## src/design/fcnrw_pkg.sv

```systemverilog
`default_nettype none

package fcnrw_pkg;

    // Channel count and queue depth
    localparam int NUM_CH      = 5;
    localparam int QUEUE_DEPTH = 2;

    // Chip register codes
    localparam logic [7:0] KEY_REG      = 8'h28;
    localparam logic [7:0] KEY_ON_BITS  = 8'hF0;
    localparam logic [7:0] FREQ_HI_REG  = 8'hA4;
    localparam logic [7:0] FREQ_LO_REG  = 8'hA0;
    localparam logic [7:0] LEVEL_REG    = 8'h40;
    localparam logic [7:0] SILENT_LEVEL = 8'd127;
    localparam logic [3:0] VOL_MAX      = 4'd15;

    // Write steps of one request, in output order
    localparam logic [2:0] STEP_KEY_OFF = 3'd0;
    localparam logic [2:0] STEP_FREQ_HI = 3'd1;
    localparam logic [2:0] STEP_FREQ_LO = 3'd2;
    localparam logic [2:0] STEP_LEVEL0  = 3'd3;
    localparam logic [2:0] STEP_KEY_ON  = 3'd7;

    // Step masks (bit n enables step n)
    localparam logic [7:0] MASK_RELEASE = 8'b0111_1001;
    localparam logic [7:0] MASK_LEVELS  = 8'b0111_1000;
    localparam logic [7:0] MASK_NOTE    = 8'b1111_1110;
    localparam logic [7:0] MASK_KEY_OFF = 8'b0000_0001;

    // Per channel, per operator base attenuation and volume scale
    localparam logic [5:0] BASE_ATTEN [0:NUM_CH-1][0:3] = '{
        '{6'd32, 6'd23, 6'd23, 6'd0},
        '{6'd15, 6'd28, 6'd30, 6'd11},
        '{6'd48, 6'd43, 6'd42, 6'd32},
        '{6'd44, 6'd39, 6'd38, 6'd28},
        '{6'd19, 6'd32, 6'd34, 6'd15}
    };

    localparam logic [2:0] VOL_SCALE [0:NUM_CH-1][0:3] = '{
        '{3'd0, 3'd0, 3'd1, 3'd6},
        '{3'd1, 3'd1, 3'd1, 3'd6},
        '{3'd1, 3'd1, 3'd2, 3'd3},
        '{3'd1, 3'd1, 3'd2, 3'd4},
        '{3'd1, 3'd1, 3'd1, 3'd5}
    };

    // Input item
    typedef struct packed {
        logic [2:0]  channel;
        logic [10:0] pitch_number;
        logic [2:0]  octave_block;
        logic [7:0]  volume;
    } t_in_item;

    // Result item
    typedef struct packed {
        logic       bank;
        logic [7:0] reg_address;
        logic [7:0] reg_data;
        logic       last_write;
    } t_out_item;

    // Classified request handed from front to back
    typedef struct packed {
        logic [2:0]  channel;
        logic [10:0] pitch_number;
        logic [2:0]  octave_block;
        logic [3:0]  vol_clamped;
        logic [7:0]  steps;
    } t_cmd;

    // Operator level: silent at zero volume, else base - vol*scale floored at 0
    function automatic logic [7:0] level_of(input logic [2:0] ch, input logic [1:0] op,
                                            input logic [3:0] vol);
        logic [5:0] base;
        logic [6:0] prod;
        logic [7:0] tl;
        base = BASE_ATTEN[ch][op];
        prod = 7'(vol) * 7'(VOL_SCALE[ch][op]);
        if (vol == 4'd0) begin
            tl = SILENT_LEVEL;
        end else if (7'(base) > prod) begin
            tl = 8'(base - prod[5:0]);
        end else begin
            tl = 8'd0;
        end
        return tl;
    endfunction

endpackage

`default_nettype wire

```

## src/design/fm_channel_note_register_writer_unit.sv

```systemverilog
// Channel   Direction  Handshake         Payload
// request   in         i_valid/o_ready   i_item (t_in_item)
// write     out        o_valid/i_ready   o_item (t_out_item)
//
// A request is classified combinationally in the front and is queued (2 entries) when it needs writes.
// The back issues one register write per cycle while the output is not stalled:
// 0 to 8 writes per request; a request is popped when its last write is issued.
// Reset (i_rst_n low, synchronous) clears held channel state, queue and output.
// A stalled output holds its write; the front keeps accepting until the queue fills.
`default_nettype none

module fm_channel_note_register_writer_unit #(
    parameter int NUM_CHANNELS = fcnrw_pkg::NUM_CH
) (
    input  wire                  i_clk,
    input  wire                  i_rst_n,
    input  wire                  i_valid,
    output logic                 o_ready,
    input  fcnrw_pkg::t_in_item  i_item,
    output logic                 o_valid,
    input  wire                  i_ready,
    output fcnrw_pkg::t_out_item o_item
);
    import fcnrw_pkg::*;

    logic push, pop, full, head_valid;
    t_cmd push_cmd, head;

    assign o_ready = !full;

    // Request classification and held state
    fcnrw_front #(
        .NUM_CHANNELS(NUM_CHANNELS)
    ) u_front (
        .i_clk   (i_clk),
        .i_rst_n (i_rst_n),
        .i_valid (i_valid),
        .i_room  (!full),
        .i_item  (i_item),
        .o_push  (push),
        .o_cmd   (push_cmd)
    );

    // Command queue
    fcnrw_queue u_queue (
        .i_clk        (i_clk),
        .i_rst_n      (i_rst_n),
        .i_push       (push),
        .i_cmd        (push_cmd),
        .i_pop        (pop),
        .o_full       (full),
        .o_head_valid (head_valid),
        .o_head       (head)
    );

    // Write sequencer
    fcnrw_back u_back (
        .i_clk        (i_clk),
        .i_rst_n      (i_rst_n),
        .i_head_valid (head_valid),
        .i_head       (head),
        .o_pop        (pop),
        .o_valid      (o_valid),
        .i_ready      (i_ready),
        .o_item       (o_item)
    );

endmodule

`default_nettype wire

```

## src/design/fcnrw_front.sv

```systemverilog
`default_nettype none

module fcnrw_front #(
    parameter int NUM_CHANNELS = fcnrw_pkg::NUM_CH
) (
    input  wire                   i_clk,
    input  wire                   i_rst_n,
    input  wire                   i_valid,
    input  wire                   i_room,
    input  fcnrw_pkg::t_in_item   i_item,
    output logic                  o_push,
    output fcnrw_pkg::t_cmd       o_cmd
);
    import fcnrw_pkg::*;

    localparam int CH_W = $clog2(NUM_CHANNELS);

    logic [10:0] r_held_pitch  [NUM_CHANNELS];
    logic [2:0]  r_held_block  [NUM_CHANNELS];
    logic [7:0]  r_held_volume [NUM_CHANNELS];

    logic [CH_W-1:0] idx;
    logic            ch_ok, accept;
    logic            want_on, was_on, pitch_chg, vol_chg;
    logic [7:0]      steps;
    logic [3:0]      vol_clamped;

    assign idx    = i_item.channel[CH_W-1:0];
    assign ch_ok  = i_item.channel < 3'(NUM_CHANNELS);
    assign accept = i_valid && i_room;

    // Classify the item against the channel's held state
    always_comb begin
        want_on   = (i_item.pitch_number != 11'd0) && (i_item.volume != 8'd0);
        was_on    = r_held_volume[idx] != 8'd0;
        pitch_chg = (r_held_pitch[idx] != i_item.pitch_number)
                 || (r_held_block[idx] != i_item.octave_block);
        vol_chg   = r_held_volume[idx] != i_item.volume;
        vol_clamped = (i_item.volume > 8'(VOL_MAX)) ? VOL_MAX : i_item.volume[3:0];
        steps = 8'd0;
        if (!want_on) begin
            vol_clamped = 4'd0;
            if (was_on) begin
                steps = MASK_RELEASE;
            end
        end else if (!was_on || pitch_chg) begin
            steps = MASK_NOTE | (was_on ? MASK_KEY_OFF : 8'd0);
        end else if (vol_chg) begin
            steps = MASK_LEVELS;
        end
    end

    assign o_push = accept && ch_ok && (steps != 8'd0);

    always_comb begin
        o_cmd.channel      = i_item.channel;
        o_cmd.pitch_number = i_item.pitch_number;
        o_cmd.octave_block = i_item.octave_block;
        o_cmd.vol_clamped  = vol_clamped;
        o_cmd.steps        = steps;
    end

    // Held state update; release clears the channel
    always_ff @(posedge i_clk) begin
        if (!i_rst_n) begin
            for (int i = 0; i < NUM_CHANNELS; i++) begin
                r_held_pitch[i]  <= 11'd0;
                r_held_block[i]  <= 3'd0;
                r_held_volume[i] <= 8'd0;
            end
        end else if (accept && ch_ok) begin
            if (want_on) begin
                r_held_pitch[idx]  <= i_item.pitch_number;
                r_held_block[idx]  <= i_item.octave_block;
                r_held_volume[idx] <= i_item.volume;
            end else begin
                r_held_pitch[idx]  <= 11'd0;
                r_held_block[idx]  <= 3'd0;
                r_held_volume[idx] <= 8'd0;
            end
        end
    end

endmodule

`default_nettype wire

```

## src/design/fcnrw_queue.sv

```systemverilog
`default_nettype none

module fcnrw_queue (
    input  wire              i_clk,
    input  wire              i_rst_n,
    input  wire              i_push,
    input  fcnrw_pkg::t_cmd  i_cmd,
    input  wire              i_pop,
    output logic             o_full,
    output logic             o_head_valid,
    output fcnrw_pkg::t_cmd  o_head
);
    import fcnrw_pkg::*;

    localparam int PTR_W = $clog2(QUEUE_DEPTH);
    localparam int CNT_W = $clog2(QUEUE_DEPTH + 1);

    t_cmd             r_slot [QUEUE_DEPTH];
    logic [PTR_W-1:0] r_wr_ptr, r_rd_ptr;
    logic [CNT_W-1:0] r_count;

    assign o_full       = r_count == CNT_W'(QUEUE_DEPTH);
    assign o_head_valid = r_count != '0;
    assign o_head       = r_slot[r_rd_ptr];

    // Entry storage
    always_ff @(posedge i_clk) begin
        if (i_push) begin
            r_slot[r_wr_ptr] <= i_cmd;
        end
    end

    // Pointers and fill count
    always_ff @(posedge i_clk) begin
        if (!i_rst_n) begin
            r_wr_ptr <= '0;
            r_rd_ptr <= '0;
            r_count  <= '0;
        end else begin
            if (i_push) begin
                r_wr_ptr <= (r_wr_ptr == PTR_W'(QUEUE_DEPTH - 1)) ? '0 : r_wr_ptr + 1'b1;
            end
            if (i_pop) begin
                r_rd_ptr <= (r_rd_ptr == PTR_W'(QUEUE_DEPTH - 1)) ? '0 : r_rd_ptr + 1'b1;
            end
            case ({i_push, i_pop})
                2'b10:   r_count <= r_count + 1'b1;
                2'b01:   r_count <= r_count - 1'b1;
                default: r_count <= r_count;
            endcase
        end
    end

endmodule

`default_nettype wire

```

## src/design/fcnrw_back.sv

```systemverilog
`default_nettype none

module fcnrw_back (
    input  wire                  i_clk,
    input  wire                  i_rst_n,
    input  wire                  i_head_valid,
    input  fcnrw_pkg::t_cmd      i_head,
    output logic                 o_pop,
    output logic                 o_valid,
    input  wire                  i_ready,
    output fcnrw_pkg::t_out_item o_item
);
    import fcnrw_pkg::*;

    // First enabled step at or after a start point: {found, step}
    function automatic logic [3:0] first_en(input logic [7:0] mask, input logic [3:0] from);
        logic       found;
        logic [2:0] s;
        found = 1'b0;
        s     = 3'd0;
        for (int k = 0; k < 8; k++) begin
            if (!found && (4'(k) >= from) && mask[k]) begin
                found = 1'b1;
                s     = 3'(k);
            end
        end
        return {found, s};
    endfunction

    logic [2:0] r_step;
    logic       r_out_valid;
    t_out_item  r_out;

    logic       f_cur, f_nxt, adv;
    logic [2:0] cur, nxt;
    logic       is_hi;
    logic [1:0] slot;
    logic [7:0] key_code;
    logic [1:0] op;
    t_out_item  wr;

    assign {f_cur, cur} = first_en(i_head.steps, {1'b0, r_step});
    assign {f_nxt, nxt} = first_en(i_head.steps, {1'b0, cur} + 4'd1);
    assign adv   = i_head_valid && f_cur && (!r_out_valid || i_ready);
    assign o_pop = adv && !f_nxt;

    // Register write for the current step
    always_comb begin
        is_hi    = i_head.channel >= 3'd3;
        slot     = is_hi ? 2'(i_head.channel - 3'd3) : i_head.channel[1:0];
        key_code = is_hi ? 8'(i_head.channel + 3'd1) : 8'(i_head.channel);
        op       = 2'(cur - STEP_LEVEL0);
        wr.bank        = is_hi;
        wr.last_write  = !f_nxt;
        wr.reg_address = LEVEL_REG + {4'd0, op, 2'b00} + 8'(slot);
        wr.reg_data    = level_of(i_head.channel, op, i_head.vol_clamped);
        case (cur)
            STEP_KEY_OFF: begin
                wr.bank        = 1'b0;
                wr.reg_address = KEY_REG;
                wr.reg_data    = key_code;
            end
            STEP_FREQ_HI: begin
                wr.reg_address = FREQ_HI_REG + 8'(slot);
                wr.reg_data    = {2'b00, i_head.octave_block, i_head.pitch_number[10:8]};
            end
            STEP_FREQ_LO: begin
                wr.reg_address = FREQ_LO_REG + 8'(slot);
                wr.reg_data    = i_head.pitch_number[7:0];
            end
            STEP_KEY_ON: begin
                wr.bank        = 1'b0;
                wr.reg_address = KEY_REG;
                wr.reg_data    = KEY_ON_BITS | key_code;
            end
            default: ;
        endcase
    end

    // Step pointer and output register
    always_ff @(posedge i_clk) begin
        if (!i_rst_n) begin
            r_step      <= STEP_KEY_OFF;
            r_out_valid <= 1'b0;
        end else begin
            if (adv) begin
                r_step      <= f_nxt ? nxt : STEP_KEY_OFF;
                r_out_valid <= 1'b1;
            end else if (i_ready) begin
                r_out_valid <= 1'b0;
            end
        end
    end

    always_ff @(posedge i_clk) begin
        if (adv) begin
            r_out <= wr;
        end
    end

    assign o_valid = r_out_valid;
    assign o_item  = r_out;

endmodule

`default_nettype wire

```

## config.mk

```make
export PLATFORM = sky130hd
export DESIGN_NAME = fm_channel_note_register_writer_unit
export DESIGN_NICKNAME = d
export VERILOG_FILES = /design/src/design/fcnrw_pkg.sv /design/src/design/fm_channel_note_register_writer_unit.sv /design/src/design/fcnrw_front.sv /design/src/design/fcnrw_queue.sv /design/src/design/fcnrw_back.sv
export SDC_FILE = /design/constraint.sdc
export NUM_CORES = 1
export LEC_CHECK = 0
export BUFFER_PORTS_ARGS = -buffer_cell sky130_fd_sc_hd__buf_2
export CAP_MARGIN = 20
export CELL_PAD_IN_SITES_DETAIL_PLACEMENT = 0
export CELL_PAD_IN_SITES_GLOBAL_PLACEMENT = 1
export CORE_MARGIN = 10
export CORE_UTILIZATION = 47
export CTS_CLUSTER_DIAMETER = 150
export DETAILED_ROUTE_END_ITERATION = 6
export PLACE_DENSITY_LB_ADDON = 0.25
export SLEW_MARGIN = 10
export SYNTH_ARGS = -nofsm -noshare
export SYNTH_HDL_FRONTEND = slang
export SYNTH_HIERARCHICAL = 1
export SYNTH_SLANG_ARGS = --single-unit
```

## constraint.sdc

```tcl
create_clock -name i_clk -period 6.2 [get_ports i_clk]
set_input_delay 0.31 -clock i_clk [delete_from_list [all_inputs] [get_ports i_clk]]
set_output_delay 0.31 -clock i_clk [all_outputs]
set_load 0.05 [all_outputs]
```

# [Word level (Yosys, flattened, before mapping)]
# Memory sizes are Yosys's and may differ from the RTL's. A register that Yosys moved wholly into a read port is not among the register bits.
# Cells that the tools add are included.
[word_totals] regBits=26 ramBits=168 romBits=288 inputBits=29 output_inout_bits=20 word_cells=217 n_memories=6
[op_classes] addsub=13 mul=1 n_lt_le_gt_ge=21 eq_ne=9 muxes=83 bitwise=5 reduce_logical=70
[mem_list] memory="(no name shown)" depth=8 word_bits=24 read_ports=1 rd_ports_with_merged_regs=0 write_ports=0 line_no="fcnrw_pkg.sv:79" text="base = BASE_ATTEN[ch][op];"
[mem_list] memory="(no name shown)" depth=8 word_bits=12 read_ports=1 rd_ports_with_merged_regs=0 write_ports=0 line_no="fcnrw_pkg.sv:80" text="prod = 7'(vol) * 7'(VOL_SCALE[ch][op]);"
[mem_list] memory="u_queue.r_slot" depth=2 word_bits=29 read_ports=1 rd_ports_with_merged_regs=1 write_ports=1 line_no="fcnrw_queue.sv:18" text="t_cmd r_slot [QUEUE_DEPTH];"
[mem_list] memory="u_front.r_held_pitch" depth=5 word_bits=11 read_ports=1 rd_ports_with_merged_regs=0 write_ports=5 line_no="fcnrw_front.sv:18" text="logic [10:0] r_held_pitch [NUM_CHANNELS];"
[mem_list] memory="u_front.r_held_volume" depth=5 word_bits=8 read_ports=1 rd_ports_with_merged_regs=0 write_ports=5 line_no="fcnrw_front.sv:20" text="logic [7:0] r_held_volume [NUM_CHANNELS];"
[mem_list] memory="u_front.r_held_block" depth=5 word_bits=3 read_ports=1 rd_ports_with_merged_regs=0 write_ports=5 line_no="fcnrw_front.sv:19" text="logic [2:0] r_held_block [NUM_CHANNELS];"
[op_table] operator="16-bit one-hot mux with 4 select lines" count=1
[op_table] operator="3-bit 2-to-1 mux" count=18
[op_table] operator="24-bit 2-to-1 mux" count=2
[op_table] operator="8-bit 2-to-1 mux" count=6
[op_table] operator="1-bit 2-to-1 mux" count=39
[op_table] operator="1-bit logical AND" count=36
[op_table] operator="12-bit 2-to-1 mux" count=2
[op_table] operator="8-bit nonzero test" count=3
[op_table] operator="11-bit 2-to-1 mux" count=2
[op_table] operator="1-bit zero test" count=18
[op_table] operator="8-bit by 2-bit adder with 8-bit output (first input constant)" count=2
[op_table] operator="3-bit by 4-bit >= comparator with 1-bit output (first input constant)" count=4
[op_table] operator="7-bit 2-to-1 mux" count=2
[op_table] operator="6-bit binary-select mux with 2-bit select" count=1
[op_table] operator="4-bit 2-to-1 mux" count=3
[op_table] operator="6-bit 2-to-1 mux" count=2
[op_table] operator="11-bit inequality test" count=1
[op_table] operator="11-bit nonzero test" count=1
[op_table] operator="11-bit OR reduction" count=1
[op_table] operator="3-bit >= comparator (first input constant)" count=3
[op_table] operator="3-bit by 1-bit adder with 4-bit output (second input constant)" count=2
[op_table] operator="7-bit by 4-bit adder with 8-bit output (first input constant)" count=1
[op_table] operator="8-bit by 2-bit adder with 8-bit output" count=1
[op_table] operator="1-bit by 4-bit >= comparator with 1-bit output (first input constant)" count=2
[op_table] operator="other kinds (35)" count=49

# [Longest topological paths before layout]
[logic_depth] depth_word=66 depth_mapped=24 mapped_depth_nobuf=22

# [Modules after synthesis]
# The synthesis kept the hierarchy.
[modules_own_cells] module="fcnrw_front" n_inst=1 cells_each=581 area_each_um2=8011.4 seq_area_each_um2=5285.1
[modules_own_cells] module="fcnrw_back" n_inst=1 cells_each=284 area_each_um2=2407.3 seq_area_each_um2=590.6
[modules_own_cells] module="fcnrw_queue" n_inst=1 cells_each=112 area_each_um2=2304.7 seq_area_each_um2=1841.8
[modules_own_cells] module="fm_channel_note_register_writer_unit" n_inst=1 cells_each=1 area_each_um2=3.8 seq_area_each_um2=0.0

# [Least setup slack after synthesis]
# No wires, ideal clock.
[synth_timing] path_type="flip-flop to flip-flop" from="register with a tool-made name" to="register u_back.r_out (netlist bit u_back/o_item[3]), data pin" setup_ns=0.180 arrival_time_ns=5.625 required_time_ns=6.020 path_slack_ns=0.395 stages_incl_launch_ff=25 path_buffers=2 period_less_slack_ns=5.805 cell_sequence="dfxtp_1 -> buf_2 -> buf_4 -> mux2_2 -> or3_1 -> o221ai_2 -> a211oi_2 -> nor2_4 -> ha_1 -> inv_1 -> nor2_1 -> o211a_1 -> nand3b_1 -> fa_1 -> inv_1 -> ha_1 -> a21o_1 -> a21oi_1 -> xor2_1 -> ha_1 -> and4_1 -> a311oi_1 -> a21boi_1 -> nand2_1 -> a221oi_1"
[synth_rtl] item="end signal, assigned" line_no="fcnrw_back.sv:97" text="r_out <= wr;"
[synth_rtl] item="end, declared" line_no="fcnrw_back.sv:32" text="t_out_item r_out;"

==> flow_summary.ini <==
[status]
status = finished, final reports clean

[synth]
synth_edf_count = 251
ys.flop_type = edfxtp_1
yosysTopAreaCellShare_pct = 59.22
avgSynthCellArea_sq_um = 13.01
yosysTopAreaCell = edfxtp_1
synth_area_leaders = edfxtp_1, nor2_1, mux2_2
synth_warnings = 6
ys_ff_latch = 260
synth_area_sq_um = 12730
syn_inst = 978
synthArstFlopShare_pct = 0
ys_types = 79
synth_seq_area_share_pct = 60.64

[clock_network]
cts-htree-levels = 1
cts_buffers = 28
cts_tree = built
cts.clk_slew.worst_paths_ns = 0.06
clock_path_buffers = 3
root_buffer = clkbuf_16
clock_latency_ns = 0.54
cts_sinks = 260

[global_routing]
busiest_layer = met2
met3_usage_pct = 2.717
grt_pass1_vias = 8119
track_usage_pct = 17.46
antenna_found_initial = 1
grt_max_degree = 34
grt_use_met1_pct = 22.52
grtUsageMet2_pct = 29.79
grt_pass1_wl_um = 46170
grt_overflow = 0

[placement]
gp_congestion = 0.8871
pre_cts_slack_ns = 0.2965
numPortBuffers = 47
placed_area_sq_um = 13400
post-place-cells = 1389
dp_hpwl_um = 19530

[final_layout]
nets = 1137
layout.cells.non_filler = 1442
fill_cells = 2317
area_growth_pct = 12.51
drive_gt1_share_pct = 16.91
stdcell_area_sq_um = 14320

[critical_path]
crit_fanout = 9
cp_num_cells = 22
critical_path.top_delay_family = compound AO/OA/AOI/OAI gates
crit_path_max_incr_delay_ns = 0.49
critPathBufInv = 2
cp.required_ns = 6.55
path_class = flop to flop
cpMostUsedCell = ha_1
rr_worst_depth = 22
cp.arrival_ns = 6.07
crit_slowest_cell = fa_1
endpoint_kind = flop
start_kind = flop
cp_cell_sequence = mux2_2, or3_1, o221ai_2, a211oi_4, nor2_4, ha_1, inv_1, nor2_1, o211a_1, nand3b_1, fa_1, inv_1, ha_1, a21o_1, a21oi_1, xor2_1, ha_1, and4_1, a311oi_1, a21boi_2, nand2_1, a221oi_1
rrSetupSlack_ns = 0.48

[floorplanning]
coreArea_sq_um = 26800
dieArea_sq_um = 34060
initial_core_util_pct = 47.49
chipWidth_um = 184.6
rows = 60
ioPinCount = 49
die_height_um = 184.6

[sta]
finalSetupViolations = 0
hold_viol_final = 0
fmax_mhz = 174.8
layout_setup_ws_ns = 0.4790
clock_skew_ns = 0.01532
worstMarginPinSlew_ns = 1.006
timing.final.crit_period_ns = 5.721
rsz0062_at_grt = false
timing.setup.tns_ns = 0
maxSlewViolCount = 0
slew_headroom_pct = 32.96
post-route-period-util_pct = 92.27

[detailed_routing]
drc = 0
drt_wl_total_um = 29730
postRouteAntennaNets = 0
first_pass_iters = 5
first_iter_violations = 704
via_per_inst = 5.563
vias = 8022
wl_per_cell_um = 20.62

[min_path]
min_path_type = primary input to flop
hold-path-cell-count = 1

[power]
ir_worst_vdd_mv = 0.2183
leakage_nw = 5.644
power_density_nw_per_um2 = 308.5

[run]
maxCapViolations = 0
[sequential cells by signal, indices dropped and copies added, names as in the netlist, named ones only]
signal / flops
u_front/r_held_block: 24
u_queue/r_slot: 58
u_front/r_held_pitch: 88
u_queue/r_count: 2
u_back/r_step: 3
u_back/o_item: 17
u_back/o_valid: 1
u_front/r_held_volume: 64
u_queue/r_wr_ptr: 1
u_queue/r_rd_ptr: 1
[per-layer routing]
layer | share of wire, % | wire length, um | up-vias
li1 | - | - | 3753
met5 | 0 | 0 | -
met2 | 49 | 14610 | 214
met4 | 2.0 | 603 | 0
met1 | 43 | 12920 | 4006
met3 | 5.4 | 1594 | 49
[where the power goes]
| part | total (mW) | internal (mW) | switching [mW] |
|---|---|---|---|
| logic | 0.739 | 0.267 | 0.472 |
| clock network | 1.61 | 0.950 | 0.656 |
| registers | 2.07 | 2.04 | 0.0289 |
| total | 4.42 | 3.26 | 1.16 |
[cell usage in the layout, fill, tap and decap left out, drive strengths merged, types with 11 or more instances in the layout]
cell type  instances
edfxtp           251
nor2             138
conb              67
buf               66
nand2             60
inv               46
mux2i             45
mux2              41
clkbuf            38
a21oi             31
ha                26
a22oi             18
o21ai             18
mux4              18
nor2b             15
nand3             15
and2              12
nand2b            12
xnor2             12
xor2              11
a22o              11
clkinv            11
[what timing repair did]
action | in CTS | in global routing
setup endpoints to repair | 0 | 5
gates resized for setup | 0 | 4
hold buffers | 0 | 0
buffers inserted | 0 | 0
[metrics by stage]
step	power, mW	util (%)	hold WS [ns]
6_report	4.417	53.43	0.05168
4_1_cts	4.447	53.33	0.02614
3_5_place_dp	2.837	50.01	0.4903
3_3_place_gp	2.831	50.01	0.4813
2_1_floorplan	2.646	-	0.4275
5_1_grt	4.608	53.43	0.02241
[final cells by class]
cell class / count / area, sq um / area share [%]
Clock buffer: 38 / 769.5 / 5.374
Multi-Input combinational cell: 677 / 4721 / 32.97
Antenna cell: 1 / 2.502 / 0.01747
Sequential cell: 260 / 7719 / 53.90
Tap cell: 341 / 426.7 / 2.979
Inverter: 45 / 171.4 / 1.197
Timing Repair Buffer: 66 / 390.4 / 2.726
Clock inverter: 14 / 120.1 / 0.8388
[worst reg2reg max path, delay by kind of cell (launching register included)]
kind	cells	cell delay, ns
flops	1	0.43
simple gates	6	1.14
compound gates	8	1.74
mux	1	0.42
buf+inv	2	0.29
fa+ha+maj	4	1.33
xor+xnor	1	0.18
[cell families (layout without fill, tap and decap cells)]
| logic type | Yosys count | count (layout) | share of synthesized area, % |
|---|---|---|---|
| other | 2 | 68 | 0.05901 |
| adder cells (fa/ha/maj) | 30 | 30 | 3.185 |
| XOR/XNOR | 23 | 23 | 1.583 |
| flip-flops | 260 | 260 | 60.64 |
| multiplexers | 104 | 104 | 10.44 |
| AND/OR/NAND/NOR | 307 | 307 | 11.41 |
| buffers and inverters | 106 | 163 | 4.414 |
| AO/OA/AOI/OAI | 146 | 146 | 8.268 |
[cells in the mapped netlist, drive strengths merged, types with 6 or more instances]
cell type    n
a21boi       8
dfxtp        9
a211oi       6
mux4        18
a22oi       18
or3          6
xor2        11
buf         43
nor2b       15
and3        10
o21a         7
xnor2       12
mux2i       45
nand2b      12
nand3       15
nor4         7
nor3        10
nand2       60
mux2        41
ha          26
edfxtp     251
nor2       138
a21oi       31
inv         45
a221oi      10
clkbuf      18
o21ai       18
and2        12
a22o        11
[final timing paths]
path                                     end                            start
min          u_queue/r_slot[0][14]$_DFFE_PP_                       i_item[10]
max reg2reg       u_back/o_item[3]$_DFFE_PP_                             flop
min reg2reg  u_queue/r_count[1]$_SDFFE_PN0P_  u_queue/r_count[1]$_SDFFE_PN0P_
max               u_back/o_item[3]$_DFFE_PP_                             flop
(Power assumes the default switching activity.)
